`config.mk`:
```
export PLATFORM = sky130hd
export DESIGN_NAME = firmware_image_stream_checker_unit
export DESIGN_NICKNAME = d
export VERILOG_FILES = /design/src/rtl/core/fisc_pkg.sv /design/src/rtl/core/fisc_front.sv /design/src/rtl/core/fisc_queue.sv /design/src/rtl/core/fisc_back.sv /design/src/rtl/core/firmware_image_stream_checker_unit.sv
export SDC_FILE = /design/constraint.sdc
export NUM_CORES = 1
export LEC_CHECK = 0
export BUFFER_PORTS_ARGS = -buffer_cell sky130_fd_sc_hd__buf_4
export CAP_MARGIN = 25
export CORE_UTILIZATION = 55
export DETAILED_ROUTE_END_ITERATION = 16
export PLACE_DENSITY = 0.83
export SYNTH_ARGS = -nofsm -noshare
export SYNTH_HDL_FRONTEND = slang
export SYNTH_SLANG_ARGS = --single-unit
```
`constraint.sdc`:
```
create_clock -name clk_i -period 27.3 [get_ports clk_i]
set_input_delay 2.73 -clock clk_i [delete_from_list [all_inputs] [get_ports clk_i]]
set_output_delay 2.73 -clock clk_i [all_outputs]
set_load 0.005 [all_outputs]
```
`src/rtl/core/fisc_pkg.sv`:
```
// Shared types, constants and the CRC byte step for the image stream checker.
// No dependencies.
`default_nettype none

package fisc_pkg;

  localparam int unsigned SizeBits = 20;
  localparam int unsigned OutSizeW = 20;
  localparam int unsigned CfgIdxW  = 3;
  localparam int unsigned CfgDataW = 32;

  localparam logic [SizeBits-1:0] CountTop = {SizeBits{1'b1}};
  localparam logic [31:0]         CrcPoly  = 32'hEDB8_8320;
  localparam logic [31:0]         CrcInit  = 32'hFFFF_FFFF;

  localparam logic [31:0]         AppBaseRst = 32'h0801_0000;
  localparam logic [OutSizeW-1:0] MaxSizeRst = OutSizeW'(448 * 1024);
  localparam logic [OutSizeW-1:0] MinSizeRst = OutSizeW'(512);
  localparam logic [31:0]         RamLowRst  = 32'h2000_0000;
  localparam logic [31:0]         RamHighRst = 32'h2002_0000;

  localparam logic [CfgIdxW-1:0] RegAppBase = 3'd0;
  localparam logic [CfgIdxW-1:0] RegMaxSize = 3'd1;
  localparam logic [CfgIdxW-1:0] RegMinSize = 3'd2;
  localparam logic [CfgIdxW-1:0] RegRamLow  = 3'd3;
  localparam logic [CfgIdxW-1:0] RegRamHigh = 3'd4;

  localparam logic [1:0] StatusOk     = 2'd0;
  localparam logic [1:0] StatusSize   = 2'd1;
  localparam logic [1:0] StatusVector = 2'd2;

  typedef struct packed {
    logic [31:0]         app_base;
    logic [OutSizeW-1:0] max_size;
    logic [OutSizeW-1:0] min_size;
    logic [31:0]         ram_low;
    logic [31:0]         ram_high;
  } fisc_cfg_t;

  typedef struct packed {
    logic [31:0]         word;
    logic [OutSizeW-1:0] offset;
    logic                final_item;
    logic [SizeBits-1:0] size;
    logic                size_over;
    logic [31:0]         crc;
    logic [31:0]         stack_word;
    logic [31:0]         entry_word;
  } fisc_job_t;

  function automatic logic [31:0] crc_byte(input logic [31:0] c_in, input logic [7:0] b);
    logic [31:0] c;
    c = c_in ^ {24'h0, b};
    for (int k = 0; k < 8; k++) begin
      c = (c >> 1) ^ (c[0] ? CrcPoly : 32'h0);
    end
    return c;
  endfunction

endpackage

`default_nettype wire

```
`src/rtl/core/fisc_front.sv`:
```
// Front part: takes bytes, runs CRC, count, word packing and vector capture.
// Depends on fisc_pkg; pushes one job per emitted word into the queue.
`default_nettype none

module fisc_front import fisc_pkg::*; (
  input  logic      clk_i,
  input  logic      rst_ni,
  input  logic      in_valid_i,
  output logic      in_ready_o,
  input  logic [7:0] data_byte_i,
  input  logic      last_byte_i,
  output logic      push_valid_o,
  output fisc_job_t push_job_o,
  input  logic      push_ready_i
);

  logic [31:0]         crc_q, crc_d;
  logic [SizeBits-1:0] count_q, count_d;
  logic [23:0]         pending_q, pending_d;
  logic [31:0]         stack_q, stack_d;
  logic [31:0]         entry_q, entry_d;
  logic                over_q, over_d;

  logic                accept;
  logic [1:0]          lane;
  logic                at_top;
  logic                emit;
  logic [31:0]         crc_next;
  logic [SizeBits-1:0] count_next;
  logic                over_next;
  logic [31:0]         stack_next, entry_next;
  logic [31:0]         pend_w;
  logic [31:0]         word;
  logic [4:0]          sh;

  assign in_ready_o = push_ready_i;
  assign accept     = in_valid_i & in_ready_o;
  assign lane       = count_q[1:0];
  assign sh         = {lane, 3'b000};
  assign at_top     = (count_q == CountTop);
  assign emit       = (lane == 2'd3) | last_byte_i;
  assign crc_next   = crc_byte(crc_q, data_byte_i);
  assign count_next = at_top ? count_q : count_q + SizeBits'(1);
  assign over_next  = over_q | at_top;
  assign pend_w     = {8'h00, pending_q};

  always_comb begin
    stack_next = stack_q;
    entry_next = entry_q;
    if (count_q[SizeBits-1:2] == '0) begin
      stack_next = stack_q | ({24'h0, data_byte_i} << sh);
    end else if (count_q[SizeBits-1:3] == '0) begin
      entry_next = entry_q | ({24'h0, data_byte_i} << sh);
    end
  end

  always_comb begin
    for (int i = 0; i < 4; i++) begin
      if (2'(i) < lane) begin
        word[8*i +: 8] = pend_w[8*i +: 8];
      end else if (2'(i) == lane) begin
        word[8*i +: 8] = data_byte_i;
      end else begin
        word[8*i +: 8] = 8'hFF;
      end
    end
  end

  always_comb begin
    push_job_o.word       = word;
    push_job_o.offset     = OutSizeW'({count_q[SizeBits-1:2], 2'b00});
    push_job_o.final_item = last_byte_i;
    push_job_o.size       = count_next;
    push_job_o.size_over  = over_next;
    push_job_o.crc        = ~crc_next;
    push_job_o.stack_word = stack_next;
    push_job_o.entry_word = entry_next;
  end

  assign push_valid_o = in_valid_i & emit;

  always_comb begin
    crc_d     = crc_q;
    count_d   = count_q;
    pending_d = pending_q;
    stack_d   = stack_q;
    entry_d   = entry_q;
    over_d    = over_q;
    if (accept) begin
      if (emit && last_byte_i) begin
        crc_d     = CrcInit;
        count_d   = '0;
        pending_d = '0;
        stack_d   = '0;
        entry_d   = '0;
        over_d    = 1'b0;
      end else begin
        crc_d   = crc_next;
        count_d = count_next;
        stack_d = stack_next;
        entry_d = entry_next;
        over_d  = over_next;
        if (emit) begin
          pending_d = '0;
        end else begin
          for (int i = 0; i < 3; i++) begin
            if (lane == 2'(i)) begin
              pending_d[8*i +: 8] = data_byte_i;
            end
          end
        end
      end
    end
  end

  always_ff @(posedge clk_i or negedge rst_ni) begin
    if (!rst_ni) begin
      crc_q     <= CrcInit;
      count_q   <= '0;
      pending_q <= '0;
      stack_q   <= '0;
      entry_q   <= '0;
      over_q    <= 1'b0;
    end else begin
      crc_q     <= crc_d;
      count_q   <= count_d;
      pending_q <= pending_d;
      stack_q   <= stack_d;
      entry_q   <= entry_d;
      over_q    <= over_d;
    end
  end

endmodule

`default_nettype wire

```
`src/rtl/core/fisc_queue.sv`:
```
// Two-entry job queue between the front and back parts.
// Depends on fisc_pkg for the job type.
`default_nettype none

module fisc_queue import fisc_pkg::*; (
  input  logic      clk_i,
  input  logic      rst_ni,
  input  logic      push_valid_i,
  output logic      push_ready_o,
  input  fisc_job_t push_job_i,
  output logic      pop_valid_o,
  input  logic      pop_ready_i,
  output fisc_job_t pop_job_o
);

  fisc_job_t  slot_q [2];
  logic       wr_ptr_q, wr_ptr_d;
  logic       rd_ptr_q, rd_ptr_d;
  logic [1:0] fill_q, fill_d;
  logic       push, pop;

  assign push_ready_o = (fill_q != 2'd2);
  assign pop_valid_o  = (fill_q != 2'd0);
  assign pop_job_o    = slot_q[rd_ptr_q];
  assign push         = push_valid_i & push_ready_o;
  assign pop          = pop_valid_o & pop_ready_i;

  always_comb begin
    wr_ptr_d = push ? ~wr_ptr_q : wr_ptr_q;
    rd_ptr_d = pop ? ~rd_ptr_q : rd_ptr_q;
    fill_d   = fill_q + {1'b0, push} - {1'b0, pop};
  end

  always_ff @(posedge clk_i) begin
    if (push) begin
      slot_q[wr_ptr_q] <= push_job_i;
    end
  end

  always_ff @(posedge clk_i or negedge rst_ni) begin
    if (!rst_ni) begin
      wr_ptr_q <= 1'b0;
      rd_ptr_q <= 1'b0;
      fill_q   <= 2'd0;
    end else begin
      wr_ptr_q <= wr_ptr_d;
      rd_ptr_q <= rd_ptr_d;
      fill_q   <= fill_d;
    end
  end

endmodule

`default_nettype wire

```
`src/rtl/core/fisc_back.sv`:
```
// Back part: forms the verdict from a queued job and holds the result register.
// Depends on fisc_pkg; reads the configuration registers.
`default_nettype none

module fisc_back import fisc_pkg::*; (
  input  logic                clk_i,
  input  logic                rst_ni,
  input  fisc_cfg_t           cfg_i,
  input  logic                pop_valid_i,
  output logic                pop_ready_o,
  input  fisc_job_t           pop_job_i,
  output logic                out_valid_o,
  input  logic                out_ready_i,
  output logic [31:0]         program_word_o,
  output logic [OutSizeW-1:0] word_offset_o,
  output logic                is_final_o,
  output logic [1:0]          status_o,
  output logic [31:0]         image_crc_o,
  output logic [OutSizeW-1:0] image_size_o
);

  logic                valid_q, valid_d;
  logic [31:0]         word_q;
  logic [OutSizeW-1:0] offset_q;
  logic                final_q;
  logic [1:0]          status_q, status_d;
  logic [31:0]         crc_q;
  logic [OutSizeW-1:0] size_q;
  logic                load;
  logic [31:0]         size32;
  logic [32:0]         limit;

  assign pop_ready_o = ~valid_q | out_ready_i;
  assign load        = pop_valid_i & pop_ready_o;
  assign size32      = 32'(pop_job_i.size);
  assign limit       = {1'b0, cfg_i.app_base} + 33'(pop_job_i.size);

  always_comb begin
    priority if (pop_job_i.size_over ||
                 size32 < 32'(cfg_i.min_size) || size32 > 32'(cfg_i.max_size)) begin
      status_d = StatusSize;
    end else if (pop_job_i.stack_word < cfg_i.ram_low ||
                 pop_job_i.stack_word > cfg_i.ram_high ||
                 pop_job_i.entry_word < cfg_i.app_base ||
                 {1'b0, pop_job_i.entry_word} >= limit) begin
      status_d = StatusVector;
    end else begin
      status_d = StatusOk;
    end
  end

  always_comb begin
    valid_d = valid_q;
    if (load) begin
      valid_d = 1'b1;
    end else if (out_ready_i) begin
      valid_d = 1'b0;
    end
  end

  always_ff @(posedge clk_i) begin
    if (load) begin
      word_q   <= pop_job_i.word;
      offset_q <= pop_job_i.offset;
      final_q  <= pop_job_i.final_item;
      status_q <= pop_job_i.final_item ? status_d : StatusOk;
      crc_q    <= pop_job_i.final_item ? pop_job_i.crc : 32'h0;
      size_q   <= pop_job_i.final_item ? OutSizeW'(pop_job_i.size) : '0;
    end
  end

  always_ff @(posedge clk_i or negedge rst_ni) begin
    if (!rst_ni) begin
      valid_q <= 1'b0;
    end else begin
      valid_q <= valid_d;
    end
  end

  assign out_valid_o    = valid_q;
  assign program_word_o = word_q;
  assign word_offset_o  = offset_q;
  assign is_final_o     = final_q;
  assign status_o       = status_q;
  assign image_crc_o    = crc_q;
  assign image_size_o   = size_q;

endmodule

`default_nettype wire

```
`src/rtl/core/firmware_image_stream_checker_unit.sv`:
```
// Top level of the firmware image stream checker: config registers, front, queue, back.
// Depends on fisc_pkg, fisc_front, fisc_queue and fisc_back.
//
//   channel | handshake               | payload
//   --------+-------------------------+---------------------------------------------
//   in      | in_valid_i / in_ready_o | data_byte_i, last_byte_i
//   out     | out_valid_o/out_ready_i | program_word_o, word_offset_o, is_final_o,
//           |                         | status_o, image_crc_o, image_size_o
//   cfg     | cfg_valid_i/cfg_ready_o | cfg_index_i, cfg_data_i
//
// One byte per cycle while the queue has room; the byte CRC step and count update finish in
// the cycle of acceptance. Each result goes through a queue slot into the result register.
// A two-entry queue decouples byte intake from the result register, so intake stalls
// only when the queue is full. Reset loads the register defaults and clears stream state.
`default_nettype none

module firmware_image_stream_checker_unit import fisc_pkg::*; (
  input  logic                clk_i,
  input  logic                rst_ni,
  input  logic                in_valid_i,
  output logic                in_ready_o,
  input  logic [7:0]          data_byte_i,
  input  logic                last_byte_i,
  output logic                out_valid_o,
  input  logic                out_ready_i,
  output logic [31:0]         program_word_o,
  output logic [OutSizeW-1:0] word_offset_o,
  output logic                is_final_o,
  output logic [1:0]          status_o,
  output logic [31:0]         image_crc_o,
  output logic [OutSizeW-1:0] image_size_o,
  input  logic                cfg_valid_i,
  output logic                cfg_ready_o,
  input  logic [CfgIdxW-1:0]  cfg_index_i,
  input  logic [CfgDataW-1:0] cfg_data_i
);

  fisc_cfg_t cfg_q, cfg_d;
  logic      push_valid, push_ready;
  fisc_job_t push_job;
  logic      pop_valid, pop_ready;
  fisc_job_t pop_job;

  assign cfg_ready_o = 1'b1;

  always_comb begin
    cfg_d = cfg_q;
    if (cfg_valid_i) begin
      unique case (cfg_index_i)
        RegAppBase: cfg_d.app_base = cfg_data_i;
        RegMaxSize: cfg_d.max_size = cfg_data_i[OutSizeW-1:0];
        RegMinSize: cfg_d.min_size = cfg_data_i[OutSizeW-1:0];
        RegRamLow:  cfg_d.ram_low  = cfg_data_i;
        RegRamHigh: cfg_d.ram_high = cfg_data_i;
        default:    cfg_d = cfg_q;
      endcase
    end
  end

  always_ff @(posedge clk_i or negedge rst_ni) begin
    if (!rst_ni) begin
      cfg_q.app_base <= AppBaseRst;
      cfg_q.max_size <= MaxSizeRst;
      cfg_q.min_size <= MinSizeRst;
      cfg_q.ram_low  <= RamLowRst;
      cfg_q.ram_high <= RamHighRst;
    end else begin
      cfg_q <= cfg_d;
    end
  end

  fisc_front u_front (
    .clk_i        (clk_i),
    .rst_ni       (rst_ni),
    .in_valid_i   (in_valid_i),
    .in_ready_o   (in_ready_o),
    .data_byte_i  (data_byte_i),
    .last_byte_i  (last_byte_i),
    .push_valid_o (push_valid),
    .push_job_o   (push_job),
    .push_ready_i (push_ready)
  );

  fisc_queue u_queue (
    .clk_i        (clk_i),
    .rst_ni       (rst_ni),
    .push_valid_i (push_valid),
    .push_ready_o (push_ready),
    .push_job_i   (push_job),
    .pop_valid_o  (pop_valid),
    .pop_ready_i  (pop_ready),
    .pop_job_o    (pop_job)
  );

  fisc_back u_back (
    .clk_i          (clk_i),
    .rst_ni         (rst_ni),
    .cfg_i          (cfg_q),
    .pop_valid_i    (pop_valid),
    .pop_ready_o    (pop_ready),
    .pop_job_i      (pop_job),
    .out_valid_o    (out_valid_o),
    .out_ready_i    (out_ready_i),
    .program_word_o (program_word_o),
    .word_offset_o  (word_offset_o),
    .is_final_o     (is_final_o),
    .status_o       (status_o),
    .image_crc_o    (image_crc_o),
    .image_size_o   (image_size_o)
  );

endmodule

`default_nettype wire

```
==> impl_metrics.ini, run 1 <==
[status]
outcome = finished clean

[cells_and_area]
utilization_pct = 64.0
drive_above_1_share_pct = 19.2
mostFrequentLayoutCells = edfxtp_1 (441), dfrtp_1 (240), a21oi_1 (238)
syn2layout_area_growth_pct = 13.9
final_nets = 3065
final_common_cell = edfxtp_1
final_cells = 3659

[synth]
synth_top_area_share_pct = 39.7
syn_area_per_cell_um2 = 12.4
ys_types = 73
yosys-top-cells-area = edfxtp_1 (40%), dfrtp_1 (18%), ha_1 (7.2%)
postSynth.asyncResetShare_pct = 39.0
ys.flop_type = edfxtp_1
yosysSeqAreaShare_pct = 60.9
yosysTopAreaCell = edfxtp_1
syn-instance-count = 2691
ys_ff_latch = 723
syn_area_um2 = 33400
ys_warn_count = 0
synth_edf_count = 441

[routing]
vias_per_cell = 5.88
wl_mm = 80.5
drt_iter0_drc = 2071
drc = 0
wl_per_cell_um = 22.0
num_vias = 21500
drtPass1Iterations = 5
postRouteAntennaNets = 0

[sta]
fmax_mhz = 156
holdWs_ns = 0.505
rsz0062_at_grt = false
slew_headroom_pct = 29.2
timing.final.crit_share_pct = 23.4
fin_crit_ns = 6.40
tns_ns = 0
finalMaxSlewViolations = 0
setup_viol_count_final = 0
worst_pin_slew_ns = 1.06
clock_skew_ns = 0.0453
hold_violations = 0

[setup_path]
worstPathMaxFanout = 51
r2r_start = u_queue.rd_ptr_q
crit_type = reg2reg
slowest_delay_ns = 0.95
critPathTopFamily = compound AO/OA/AOI/OAI gates
cp_cell_sequence = buf_4, buf_12, mux2_2, ha_1, a211o_1, o311ai_1, a31oi_1, o21ai_1, nor2_1, xnor2_1, ha_1, and4_1, nor3b_1, nand2_1, o31ai_1, a211o_1, a21oi_1, a31o_1, a311oi_1
setup.worst_path.end_class = register
cp_data_arrival_time_ns = 6.84
cp-start-kind = register
cp_data_required_time_ns = 27.74
cp-startpoint = u_queue.rd_ptr_q
crit_buf_inv = 2
cp_slowest_cell = dfrtp_4

[floorplanning]
dieArea_um2 = 61700
placementRows = 89
dieWidth_um = 248
io_pins = 159
die_h_um = 248
coreArea_um2 = 59500
start_util_pct = 56.2

[clocking]
cts_hold_buf = 0
clockBufferDepth = 3
path_clk_slew_ns = 0.06
cts_buffers = 74
clock-sinks = 723
cts-root-buf = clkbuf_16
postCtsSetupRepairBufs = 0
cts-htree-levels = 3
clock_latency_ns = 0.65
cts_tree = done
cts_resized = 0

[global_routing]
antenna_found_initial = 2
overflow = 0
grtUsageTotal_pct = 26.2
grt_start_max_net_pins = 177
grt_pass1_wl_mm = 125
grt_pass1_vias = 21700

[placed_design]
place_hpwl_mm = 53.8
gp_congestion = 0.992
dp.cells = 3518
io_buffers = 155

[power_and_ir_drop]
ir_worst_vdd_v = 0.0000745
power_density_nw_per_um2 = 113
power.leakage_nw = 15.8

[hold_path]
hp-start = cfg_q[60]
hp-class = reg2reg

[job]
max_cap_violations = 0
cells by family (layout without fill, tap and decap cells):
kind of cell / after synthesis / count (layout) / share of synthesized area, %
DFF: 723 / 723 / 60.9
and+or+nand+nor: 566 / 566 / 7.95
AOI/OAI and AO/OA: 536 / 536 / 9.28
buffers and inverters: 332 / 523 / 3.84
muxes: 225 / 225 / 7.40
adders and majority gates: 192 / 192 / 7.22
xor gates and xnor gates: 115 / 115 / 3.35
other: 2 / 6 / 0.0225
stage by stage:
step	instance area, um^2	total power, W	setup WS (ns)
CTS	38000	0.00428	20.83
global placement	35300	0.00309	20.94
global route	38000	0.00450	20.51
detailed placement	35300	0.00317	20.91
finish	38000	0.00429	20.90
floorplan	33400	0.00269	11.68
state kept, by name, summed over array words and instances (netlist names), 2 cells and up:
| register | cells |
|---|---|
| u_queue.slot_q | 336 |
| u_back.image_size_o | 20 |
| u_front.crc_q | 32 |
| cfg_q | 136 |
| u_back.image_crc_o | 32 |
| u_front.pending_q | 24 |
| u_front.entry_q | 32 |
| u_queue.fill_q | 2 |
| u_back.word_offset_o | 18 |
| u_back.status_o | 2 |
| u_front.stack_q | 32 |
| u_back.program_word_o | 32 |
| u_front.count_q | 20 |
cells in the mapped netlist (28+ instances only):
library cell	number
a21o_1	28
clkbuf_1	95
xnor2_1	69
nand4_1	34
xor2_1	34
mux2_2	175
nand2_1	159
dfrtp_1	241
ha_1	191
inv_1	209
nor2_1	207
a21oi_1	239
mux2i_1	50
o21ai_0	138
edfxtp_1	441
nor2b_1	28
dfstp_2	41
area by class of cell:
cell class              instances  area (um^2)
well taps                     773          967
multi-input cells            1637        11900
clock buffers                  84         1900
fillers                      4210        21400
flip-flops and latches        723        20400
repair buffers                179         1440
diodes                          3         7.51
inverters                     209          785
clock inverters                51          746
where the power goes:
group / internal (W) / total [W] / switching (W)
Clock: 0.000652 / 0.00109 / 0.000440
Combinational: 0.000624 / 0.00152 / 0.000899
Sequential: 0.00155 / 0.00167 / 0.000128
worst paths after layout:
kind,to,slack [ns],cells past startpoint
max reg2reg,u_back.status_o[1],20.90,19
min,cfg_q[60],0.50,1
min reg2reg,cfg_q[60],0.50,1
max in group asynchronous,u_queue.rd_ptr_q,23.57,2
min in group asynchronous,cfg_q[45],2.15,1
max,u_back.status_o[1],20.90,19
layer usage:
metal	vias to the layer above	part of all wire [%]	global-route usage (%)
met5	-	0	0
met3	160	6.2	3.18
met2	829	49	43.9
met4	0	3.4	10.4
li1	9842	-	-
met1	10700	41	34.8
Note: power is estimated with default switching activity, not from simulation.
==> inputs of run 2 (changes only) <==
PLACE_DENSITY = 0.85   (was 0.83)
clock period = 5.3 ns   (was 27.3 ns; I/O delays follow)
==> run 2 against run 1 <==
The run now ends with hold timing left. Global-route usage about the same. Sequential power rose to 5.1 times the previous value. Power rose to 5.1 times the previous value. Clock skew down 0.013 ns. Clock power rose to 4.7 times the previous value. Utilization down 0.26 points. Sequential share of layout area up 0.22 points. Count of clock-buffer cells in the layout up 15. Hold slack worse by 0.56 ns. Final area down 0.40%. Largest cell class unchanged. Highest routed layer unchanged.
==> impl_metrics.ini, run 2 (same netlist as run 1, synthesis figures left out) <==
[status]
outcome = finished, violations left
violations = hold timing

[cells_and_area]
syn2layout_area_growth_pct = 13.5
final_cells = 3668
mostFrequentLayoutCells = edfxtp_1 (441), dfrtp_1 (240), a21oi_1 (238)
drive_above_1_share_pct = 19.5
insertedDiodeCount = 0
top_register = u_queue.slot_q
fill_cells = 4236
largestRegisters = u_queue.slot_q x336, cfg_q x136
multi_input_area_um2 = 11900
largest_reg_flops = 336
final_common_cell = edfxtp_1
regArea_um2 = 20400
final_nets = 3075

[floorplanning]
die_h_um = 248
coreArea_um2 = 59500
dieWidth_um = 248
dieArea_um2 = 61700
start_util_pct = 56.2
placementRows = 89
io_pins = 159

[setup_path]
r2r_cells = 20
crit_type = reg2reg
setup.worst_path.end_class = register
cp-start-kind = register
cp_cell_sequence = buf_4, mux2_2, ha_1, a21o_1, a21oi_2, o21ai_2, or3_1, a211oi_2, nor3_2, or3b_1, xnor2_1, ha_1, a21oi_1, o21ai_0, nor2_1, o211ai_1, a211o_1, a21oi_1, a31o_1, a311oi_1
worstPathMaxFanout = 12
cp_data_required_time_ns = 5.64
cp_data_arrival_time_ns = 5.36
cp_slowest_cell = dfrtp_4
slowest_delay_ns = 0.52

[global_routing]
overflow = 0
antenna_found_initial = 0
grt_pass1_wl_mm = 125
grt_pass1_vias = 22000
grtUsageTotal_pct = 26.2
grt_start_max_net_pins = 125

[sta]
slew_headroom_pct = 29.6
finalMaxSlewViolations = 0
tns_ns = 0
setup_viol_count_final = 0
holdWs_ns = -0.0583
fmax_mhz = 199
fin_crit_ns = 5.02
hold_violations = 16
clock_skew_ns = 0.0324
rsz0062_at_grt = false
timing.final.crit_share_pct = 94.7
worst_pin_slew_ns = 1.05

[routing]
wl_per_cell_um = 22.0
num_vias = 21800
wl_mm = 80.8
vias_per_cell = 5.95
drt_iter0_drc = 1902
postRouteAntennaNets = 0
drc = 0
drtPass1Iterations = 5

[clocking]
cts-root-buf = clkbuf_16
cts_buffers = 73
clock-sinks = 723
cts_tree = done
clockBufferDepth = 3
path_clk_slew_ns = 0.06
cts-htree-levels = 3
clock_latency_ns = 0.63

[power_and_ir_drop]
power.leakage_nw = 15.7
swShare_pct = 34.8
power_density_nw_per_um2 = 572
seqPwrFrac_pct = 39.4
ir_worst_vdd_v = 0.000409
internal_power_w = 0.0141
p_switching_w = 0.00754
clkPwrFrac_pct = 23.8
combPwrFrac_pct = 36.8

[placed_design]
gp_congestion = 0.952
dp.cells = 3527
place_hpwl_mm = 54.9
io_buffers = 155

[hold_path]
hp-class = in2async

[job]
max_cap_violations = 0
## run 2: layout make-up
cell class,count,area share [%]
clock buffers,99,5.32
clock inverters,37,1.07
inverters,209,2.07
multi-input cells,1637,31.4
flip-flops and latches,723,53.7
well taps,773,2.55
repair buffers,190,3.92
## run 2: path summary, 6_finish.rpt
kind / endpoint / slack [ns] / start
setup / recovery: u_back.status_o[1] / 0.28 / u_queue.rd_ptr_q
hold / removal: cfg_q[10] / -0.06 / rst_ni
setup reg to reg: u_back.status_o[1] / 0.28 / u_queue.rd_ptr_q
hold reg to reg: cfg_q[52] / 0.50 / cfg_q[52]
max in group asynchronous: u_queue.rd_ptr_q / 3.95 / rst_ni
min in group clk_i: u_back.out_valid_o / 0.10 / out_ready_i
## run 2: worst max-delay path: cells and delay by family (launching register included)
family	cells	cell delay (ns)
compound gates	11	1.58
xor+xnor	1	0.13
fa+ha+maj	2	0.72
buf+inv	1	0.23
flops	1	0.52
mux	1	0.41
simple gates	4	1.13
## run 2: repair_timing
action / CTS / global route
resized for setup: 0 / 5
buffers inserted: 0 / 5
hold buffers: 0 / 0
endpoints found under the setup margin: 0 / 1
## run 2: stage by stage
stage	hold slack, ns	setup WS (ns)	total power (W)	util, %	instance area [um^2]
finish	-0.0583	0.280	0.0217	63.7	37900
global route	0.0249	0.0198	0.0228	63.7	37900
CTS	0.00135	0.139	0.0217	63.6	37800
detailed placement	0.482	0.147	0.0164	59.6	35400
global placement	0.480	0.163	0.0160	59.6	35400
floorplan	0.234	-0.0467	0.0137	-	33400
## run 2: layer usage
metal,global-route usage [%],vias to the layer above,wire (um)
met4,11.4,0,3160
met5,0,-,0
met1,34.6,10900,33400
li1,-,9865,-
met2,43.4,908,39500
met3,3.59,179,4740
## run 2: power groups by stage
| stage | logic, W | registers [W] | clock network [W] |
|---|---|---|---|
| finish | 0.00799 | 0.00854 | 0.00516 |
| global route | 0.00870 | 0.00865 | 0.00545 |
| CTS | 0.00790 | 0.00855 | 0.00522 |
| detailed placement | 0.00779 | 0.00862 | 0 |
| global placement | 0.00746 | 0.00857 | 0 |
| floorplan | 0.00522 | 0.00852 | 0 |
